<file path="config.mk">
export PLATFORM = sky130hd
export DESIGN_NAME = sync_word_length_deframer
export DESIGN_NICKNAME = d
export VERILOG_FILES = /design/src/hdl/swld_pkg.sv /design/src/hdl/swld_core.sv /design/src/hdl/sync_word_length_deframer.sv
export SDC_FILE = /design/constraint.sdc
export NUM_CORES = 1
export LEC_CHECK = 0
export BUFFER_PORTS_ARGS = -buffer_cell sky130_fd_sc_hd__buf_2
export CORE_AREA = 2 2 159 99
export CTS_CLUSTER_DIAMETER = 80
export CTS_CLUSTER_SIZE = 14
export DETAILED_ROUTE_END_ITERATION = 12
export DIE_AREA = 0 0 161 101
export PLACE_DENSITY = 0.82
export SLEW_MARGIN = 25
export SYNTH_ARGS = -nofsm -noshare
export SYNTH_HDL_FRONTEND = slang
export SYNTH_HIERARCHICAL = 1
export SYNTH_SLANG_ARGS = --single-unit
</file>
<file path="constraint.sdc">
create_clock -name clk -period 5.36 [get_ports clk]
set_input_delay 0 -clock clk [delete_from_list [all_inputs] [get_ports clk]]
set_output_delay 0 -clock clk [all_outputs]
set_load 0.01 [all_outputs]
</file>
<file path="src/hdl/swld_pkg.sv">
// package for the sync word length deframer
// shared result codes, sync word constant and the step result struct
// no dependencies
`timescale 1ns / 1ps

package swld_pkg;

  localparam int unsigned SYNC_LEN = 8;
  localparam logic [63:0] SYNC_WORD = 64'h626C_7565_7374_6172;

  localparam int unsigned MAX_W = 25;
  localparam logic [MAX_W-1:0] MAX_FRAME_RESET = 25'h100_0000;

  typedef logic [1:0] kind_t;
  localparam kind_t KIND_PAYLOAD = 2'd0;
  localparam kind_t KIND_EMPTY   = 2'd1;
  localparam kind_t KIND_DROP    = 2'd2;

  typedef struct packed {
    logic       valid;
    logic [7:0] payload_byte;
    logic       last;
    kind_t      result_kind;
  } step_res_t;

endpackage

</file>
<file path="src/hdl/swld_core.sv">
// frame state machine: sync hunt, header and length capture, payload count
// depends on swld_pkg; advances one byte per accepted request
`timescale 1ns / 1ps

module swld_core #(
  parameter int unsigned HEADER_BYTES = 12
) (
  input  logic                      clk,
  input  logic                      rst_n,
  input  logic                      step_en,
  input  logic [7:0]                data_byte,
  input  logic [swld_pkg::MAX_W-1:0] max_frame_bytes,
  output swld_pkg::step_res_t       res
);

  typedef enum logic [1:0] {
    PH_HUNT    = 2'd0,
    PH_HEADER  = 2'd1,
    PH_PAYLOAD = 2'd2,
    PH_SPARE   = 2'd3
  } phase_t;

  localparam logic [6:0]  HDR_CNT = 7'(HEADER_BYTES);
  localparam logic [32:0] HDR_TOT = 33'(HEADER_BYTES);
  localparam logic [6:0]  SYNC_CNT = 7'(swld_pkg::SYNC_LEN);

  phase_t                      phase_r, phase_nxt;
  logic [63:0]                 win_r, win_nxt;
  logic [6:0]                  hcnt_r, hcnt_nxt;
  logic [31:0]                 len_r, len_nxt;
  logic [swld_pkg::MAX_W-1:0]  left_r, left_nxt;

  logic [63:0] win_shift;
  logic [6:0]  hcnt_inc;
  logic [32:0] total;

  always_comb begin
    phase_nxt = phase_r;
    win_nxt   = win_r;
    hcnt_nxt  = hcnt_r;
    len_nxt   = len_r;
    left_nxt  = left_r;
    res       = '0;
    win_shift = {win_r[55:0], data_byte};
    hcnt_inc  = hcnt_r + 7'd1;

    // length bytes sit at header offsets 8 to 11, little endian
    if (hcnt_r == 7'd8)  len_nxt[7:0]   = len_r[7:0]   | data_byte;
    if (hcnt_r == 7'd9)  len_nxt[15:8]  = len_r[15:8]  | data_byte;
    if (hcnt_r == 7'd10) len_nxt[23:16] = len_r[23:16] | data_byte;
    if (hcnt_r == 7'd11) len_nxt[31:24] = len_r[31:24] | data_byte;
    total = HDR_TOT + {1'b0, len_nxt};

    case (phase_r)
      PH_HEADER: begin
        hcnt_nxt = hcnt_inc;
        if (hcnt_inc >= HDR_CNT) begin
          hcnt_nxt = '0;
          if (total > {8'd0, max_frame_bytes}) begin
            phase_nxt       = PH_HUNT;
            res.valid       = 1'b1;
            res.last        = 1'b1;
            res.result_kind = swld_pkg::KIND_DROP;
          end else if (len_nxt == '0) begin
            phase_nxt       = PH_HUNT;
            res.valid       = 1'b1;
            res.last        = 1'b1;
            res.result_kind = swld_pkg::KIND_EMPTY;
          end else begin
            // length fits below max, so 25 bits hold it
            left_nxt  = len_nxt[swld_pkg::MAX_W-1:0];
            phase_nxt = PH_PAYLOAD;
          end
        end else begin
          len_nxt = len_nxt;
        end
      end
      PH_PAYLOAD: begin
        res.valid        = 1'b1;
        res.payload_byte = data_byte;
        res.result_kind  = swld_pkg::KIND_PAYLOAD;
        if (left_r <= swld_pkg::MAX_W'(1)) begin
          left_nxt  = '0;
          res.last  = 1'b1;
          phase_nxt = PH_HUNT;
        end else begin
          left_nxt = left_r - swld_pkg::MAX_W'(1);
        end
      end
      default: begin
        // hunting, spare code behaves the same
        len_nxt = len_r;
        if (win_shift == swld_pkg::SYNC_WORD) begin
          win_nxt   = '0;
          phase_nxt = PH_HEADER;
          hcnt_nxt  = SYNC_CNT;
          len_nxt   = '0;
          left_nxt  = '0;
        end else begin
          win_nxt   = win_shift;
          phase_nxt = PH_HUNT;
        end
      end
    endcase
    if (!step_en) res.valid = 1'b0;
  end

  always_ff @(posedge clk) begin
    if (!rst_n) begin
      phase_r <= PH_HUNT;
      win_r   <= '0;
      hcnt_r  <= '0;
      len_r   <= '0;
      left_r  <= '0;
    end else if (step_en) begin
      phase_r <= phase_nxt;
      win_r   <= win_nxt;
      hcnt_r  <= hcnt_nxt;
      len_r   <= len_nxt;
      left_r  <= left_nxt;
    end
  end

endmodule

</file>
<file path="src/hdl/sync_word_length_deframer.sv">
// top level of the sync word length deframer: stream ports, max size register,
// output register; depends on swld_pkg and swld_core
//
//   channel  dir  payload                                   handshake
//   in_      in   tdata[7:0] data_byte                      tvalid/tready
//   out_     out  tdata[7:0] payload_byte, tlast, tuser[1:0] kind  tvalid/tready
//   cfg_     in   wr_data[24:0] max_frame_bytes             wr_en, no wait
//
// one byte per cycle while in_tready is high; a result shows in the cycle after its request is taken
// the step logic sits between the state registers and one output register
// in_tready drops only while a result waits and out_tready is low
// synchronous active-low reset: hunting, empty window, max size 16777216
`timescale 1ns / 1ps

module sync_word_length_deframer #(
  parameter int unsigned HEADER_BYTES = 12
) (
  input  logic                        clk,
  input  logic                        rst_n,
  input  logic                        in_tvalid,
  output logic                        in_tready,
  input  logic [7:0]                  in_tdata,   // [7:0] data_byte
  output logic                        out_tvalid,
  input  logic                        out_tready,
  output logic [7:0]                  out_tdata,  // [7:0] payload_byte
  output logic                        out_tlast,
  output logic [1:0]                  out_tuser,  // [1:0] result_kind
  input  logic                        cfg_wr_en,
  input  logic [swld_pkg::MAX_W-1:0]  cfg_wr_data
);

  logic [swld_pkg::MAX_W-1:0] max_r;
  logic                       out_valid_r;
  logic [7:0]                 out_byte_r;
  logic                       out_last_r;
  swld_pkg::kind_t            out_kind_r;
  logic                       accept;
  swld_pkg::step_res_t        res;

  assign in_tready = !out_valid_r || out_tready;
  assign accept    = in_tvalid && in_tready;

  swld_core #(
    .HEADER_BYTES (HEADER_BYTES)
  ) u_core (
    .clk             (clk),
    .rst_n           (rst_n),
    .step_en         (accept),
    .data_byte       (in_tdata),
    .max_frame_bytes (max_r),
    .res             (res)
  );

  always_ff @(posedge clk) begin
    if (!rst_n) begin
      max_r <= swld_pkg::MAX_FRAME_RESET;
    end else if (cfg_wr_en) begin
      max_r <= cfg_wr_data;
    end
  end

  always_ff @(posedge clk) begin
    if (!rst_n) begin
      out_valid_r <= 1'b0;
    end else if (accept) begin
      out_valid_r <= res.valid;
    end else if (out_tready) begin
      out_valid_r <= 1'b0;
    end
  end

  always_ff @(posedge clk) begin
    if (accept) begin
      out_byte_r <= res.payload_byte;
      out_last_r <= res.last;
      out_kind_r <= res.result_kind;
    end
  end

  assign out_tvalid = out_valid_r;
  assign out_tdata  = out_byte_r;
  assign out_tlast  = out_last_r;
  assign out_tuser  = out_kind_r;

endmodule

</file>
==> results.md <==
- Syn avg cell area: 8.122 um2
- Warnings from Yosys: 6
- Skew-Pair Late Insertion Delay: 0.43 ns
- Starting density of the core: 58.20%
- Hold Path Class: in2reg
- Max_slew headroom: 30.39%
- Final core utilization: 68.18%
- Maximum number of pins on one net before global-route repair: 85
- Clock transition time at the flip-flop clock pins of the worst setup and hold paths: 0.07 ns
- Met1 demand-to-capacity share in global routing: 48.40%
- Number of enable flip-flop cells after synthesis: 11
- Number of distinct library cells after synthesis: 67
- Critical path's slowest cell: sky130_fd_sc_hd__o41a_1
- Fmax: 190.8 MHz
- Crit path largest cell delay: 0.61 ns
- Total Routed Length: 26.14 mm
- X dimension of the die: 161 um
- Library cell occupying the most area in the post-synthesis netlist: sky130_fd_sc_hd__dfxtp_1
- Power Total: 2.614 mW
- Clock tree from TritonCTS: yes
- Remaining antenna violation count: 0
- Number of buffers and inverters on the critical path: 3
- Die Outline Area: 16260 um2
- Crit-path leading delay family: compound AO/OA/AOI/OAI gates
- Top area cells in the synthesized netlist: sky130_fd_sc_hd__dfxtp_1 (34%), sky130_fd_sc_hd__a21oi_1 (6.9%), sky130_fd_sc_hd__nand2_1 (5.4%), sky130_fd_sc_hd__ha_1 (4.6%), sky130_fd_sc_hd__nor2_1 (4.2%)
- Combined global-route utilization of all metal layers: 31.99%
- Ports placed on the boundary: 51
- Endpoints failing hold: 0
- Vias after detailed routing: 8653
- Worst-case vdd ir drop: 0.2075 mV
- TritonCTS Buffers: 17
- Most common cell in the netlist: sky130_fd_sc_hd__dfxtp_1
- Setup-failing EPs final: 0
- CTS HTree Levels: 4
- Site row count: 35
- Proportion of synthesized chip area in sequential cells: 38.00%
- Outcome: complete, no violations
- Number of clock sinks: 159
- Worst clock skew: 0.01264 ns
- Tmin final: 5.242 ns
- Routability cong.: 0.9847
- Number of global-route vias before repair: 7605
- Die Ht: 101 um
- Antenna diode count: 0
- Number of antenna violations at the first check in global routing: 0
- Power density over the cells: 257.5 nW/um2
- Post-route clock period utilization: 97.79%
- Launching element type of the critical path: flop
- Worst-Margin Slew: 1.031 ns
- Syn_nets: 1137
- Initial drt markers: 1452
- Routed vias/inst: 6.367
- Grt met2 use: 44.31%
- Layout fillers: 1158
- Timing startpoint of the critical path: u_core/hcnt_r[0]$_SDFFE_PN0P_
- Ys flop type: sky130_fd_sc_hd__dfxtp_1
- Number of pins exceeding their max-slew limit in the final report: 0
- Nets: 1213
- Nature of the critical path endpoint: flop
- Share of cells above drive strength 1: 13.75%
- Path type of the worst setup path: reg2reg
- Post-synthesis async set-or-reset flop share: 0%
- Worst path cell trace: inv_1 > ha_1 > a41oi_1 > nor4_4 > buf_4 > nand2_1 > or3_1 > xor2_1 > ha_1 > nor2b_1 > o21ai_0 > a21oi_1 > o41a_1 > o31a_1 > o41a_1 > buf_4 > o21ai_1 > o221ai_1
- Area added between synthesis and finish: 17.15%
- Worst hold start: in_tdata[3]
- First-pass GRT wire length: 41.07 mm
- Mean routed wirelength per cell: 19.23 um
- Top Usage Layer GRT: met1
- DRC violations left: 0
- Core box area: 14890 um2
- Arrival time worst endpoint: 5.51 ns
- Area share of the largest cell type after synthesis: 34.19%
- Required @ worst endpoint: 5.63 ns
- Total congestion overflow: 0
- Met3 layer usage reported by global route: 9.132%
- Maximum buffer depth of the clock tree: 2
- Number of detailed-route iterations in the first pass: 7
- Buffer cell driving the clock tree root: sky130_fd_sc_hd__clkbuf_16
- Detail Placement HPWL: 17.58 mm
- Worst Path Max Fanout: 12
- R2R Path Start: u_core/hcnt_r[0]$_SDFFE_PN0P_
- Flip-flop and latch count after synthesis: 159
- Standby leakage power: 3.845 nW
- Ranking of synthesized cells by instance count: sky130_fd_sc_hd__dfxtp_1 (148), sky130_fd_sc_hd__nand2_1 (125), sky130_fd_sc_hd__a21oi_1 (119)
- Port Buffers: 50
- Number of violations of the max-capacitance limit: 0
- Count of mapped cells out of synthesis: 1067
- Area of the mapped netlist: 8666 um2
[worst paths after layout]
check	end	slack, ns	cells after the start
worst max-delay path	u_core/left_r[24]$_SDFFE_PN0P_	0.12	18
worst min-delay path	u_core/win_r[3]$_SDFFE_PN0P_	0.04	4
worst max register to register	u_core/left_r[24]$_SDFFE_PN0P_	0.12	18
worst min register to register	u_core/win_r[49]$_SDFFE_PN0P_	0.45	2
[worst min-delay path, delay by kind of cell]
family | cells | cell delay (ns)
AOI/OAI and AO/OA | 1 | 0.05
buffers and inverters | 2 | 0.29
and+or+nand+nor | 1 | 0.07
[stage by stage]
step	worst slack [ns]	hold WS [ns]	TNS [ns]	cell area [um2]	std cells
2_1_floorplan	0.7372	0.1282	0	8666	1067
3_3_place_gp	0.3028	0.2278	0	9151	1288
3_5_place_dp	0.1823	0.2311	0	9151	1288
4_1_cts	0.02938	0.02253	0	10100	1354
5_1_grt	-0.04100	0.05102	-0.09545	10150	1359
6_report	0.1184	0.03575	0	10150	1359
[sequential cells by signal, indices dropped and copies added, names as in the netlist]
name and cells:
u_core/win_r 56, u_core/len_r 32, max_r 25, u_core/left_r 25, out_tdata 8, u_core/hcnt_r 7, out_tuser 2, u_core/phase_r 2
out_tlast 1, out_tvalid 1
[placed cells by master, fill, tap and decap left out, types with 7 or more instances in the layout]
master                          synthesis  final
sky130_fd_sc_hd__xor2_1                12     12
sky130_fd_sc_hd__a21o_1                11     11
sky130_fd_sc_hd__nand4b_1               7      7
sky130_fd_sc_hd__dfxtp_1              148    148
sky130_fd_sc_hd__a22oi_1                7      7
sky130_fd_sc_hd__o21ai_0               30     29
sky130_fd_sc_hd__nor2_1                97     96
sky130_fd_sc_hd__and2_1                10     10
sky130_fd_sc_hd__edfxtp_1              11     11
sky130_fd_sc_hd__nor2b_1               25     25
sky130_fd_sc_hd__inv_1                 39     38
sky130_fd_sc_hd__mux2i_1               27     27
sky130_fd_sc_hd__nand4_1               15     15
sky130_fd_sc_hd__a41oi_1               24     24
sky130_fd_sc_hd__ha_1                  32     31
sky130_fd_sc_hd__or4_1                 10     10
sky130_fd_sc_hd__buf_4                  3     44
sky130_fd_sc_hd__dlygate4sd3_1          0     34
sky130_fd_sc_hd__o211ai_1               7      7
sky130_fd_sc_hd__a21oi_1              119    119
sky130_fd_sc_hd__and3_1                 8      8
sky130_fd_sc_hd__xnor2_1               16     16
sky130_fd_sc_hd__nor3_1                38     37
sky130_fd_sc_hd__clkbuf_16              0     18
sky130_fd_sc_hd__nor4_1                16     15
sky130_fd_sc_hd__nand3_1               50     50
sky130_fd_sc_hd__buf_2                  8     50
sky130_fd_sc_hd__nand2_1              125    125
sky130_fd_sc_hd__a31oi_1               14     14
sky130_fd_sc_hd__o22ai_1               12     12
[what timing repair did]
action / CTS / global route
buffers inserted: 0 / 5
setup endpoints to repair: 0 / 17
hold endpoints to repair: 38 / 0
hold buffers: 34 / 0
gates resized for setup: 0 / 4
[report_power, final]
group          leakage (nW)  total (mW)  switching [mW]  internal [mW]
clock network         0.299        1.23           0.577          0.655
registers              1.31        1.23          0.0129           1.21
logic                  2.24       0.154          0.0917         0.0628
total                  3.85        2.61           0.681           1.93
[cells by family after synthesis]
family	synth area share (%)
simple gates	25.90
compound gates	20.05
flops	38.00
buf+inv	5.472
fa+ha+maj	4.620
xor+xnor	2.830
mux	3.119
[cell type report]
type	instances	area [um2]	share of cell area, %
multi-input combinational	798	4928	48.55
sequential	159	3293	32.44
timing repair buffer	128	920.9	9.071
clock buffer	18	450.4	4.437
tap	203	254.0	2.502
clock inverter	14	157.7	1.553
inverter	39	147.6	1.454
[layer usage]
| layer | vias up | wire [um] |
|---|---|---|
| met5 | - | 0 |
| met1 | 3997 | 11510 |
| met2 | 572 | 10580 |
| met3 | 53 | 3664 |
| met4 | 0 | 382 |
| li1 | 4031 | - |
Power figures use the tool's default switching activity.
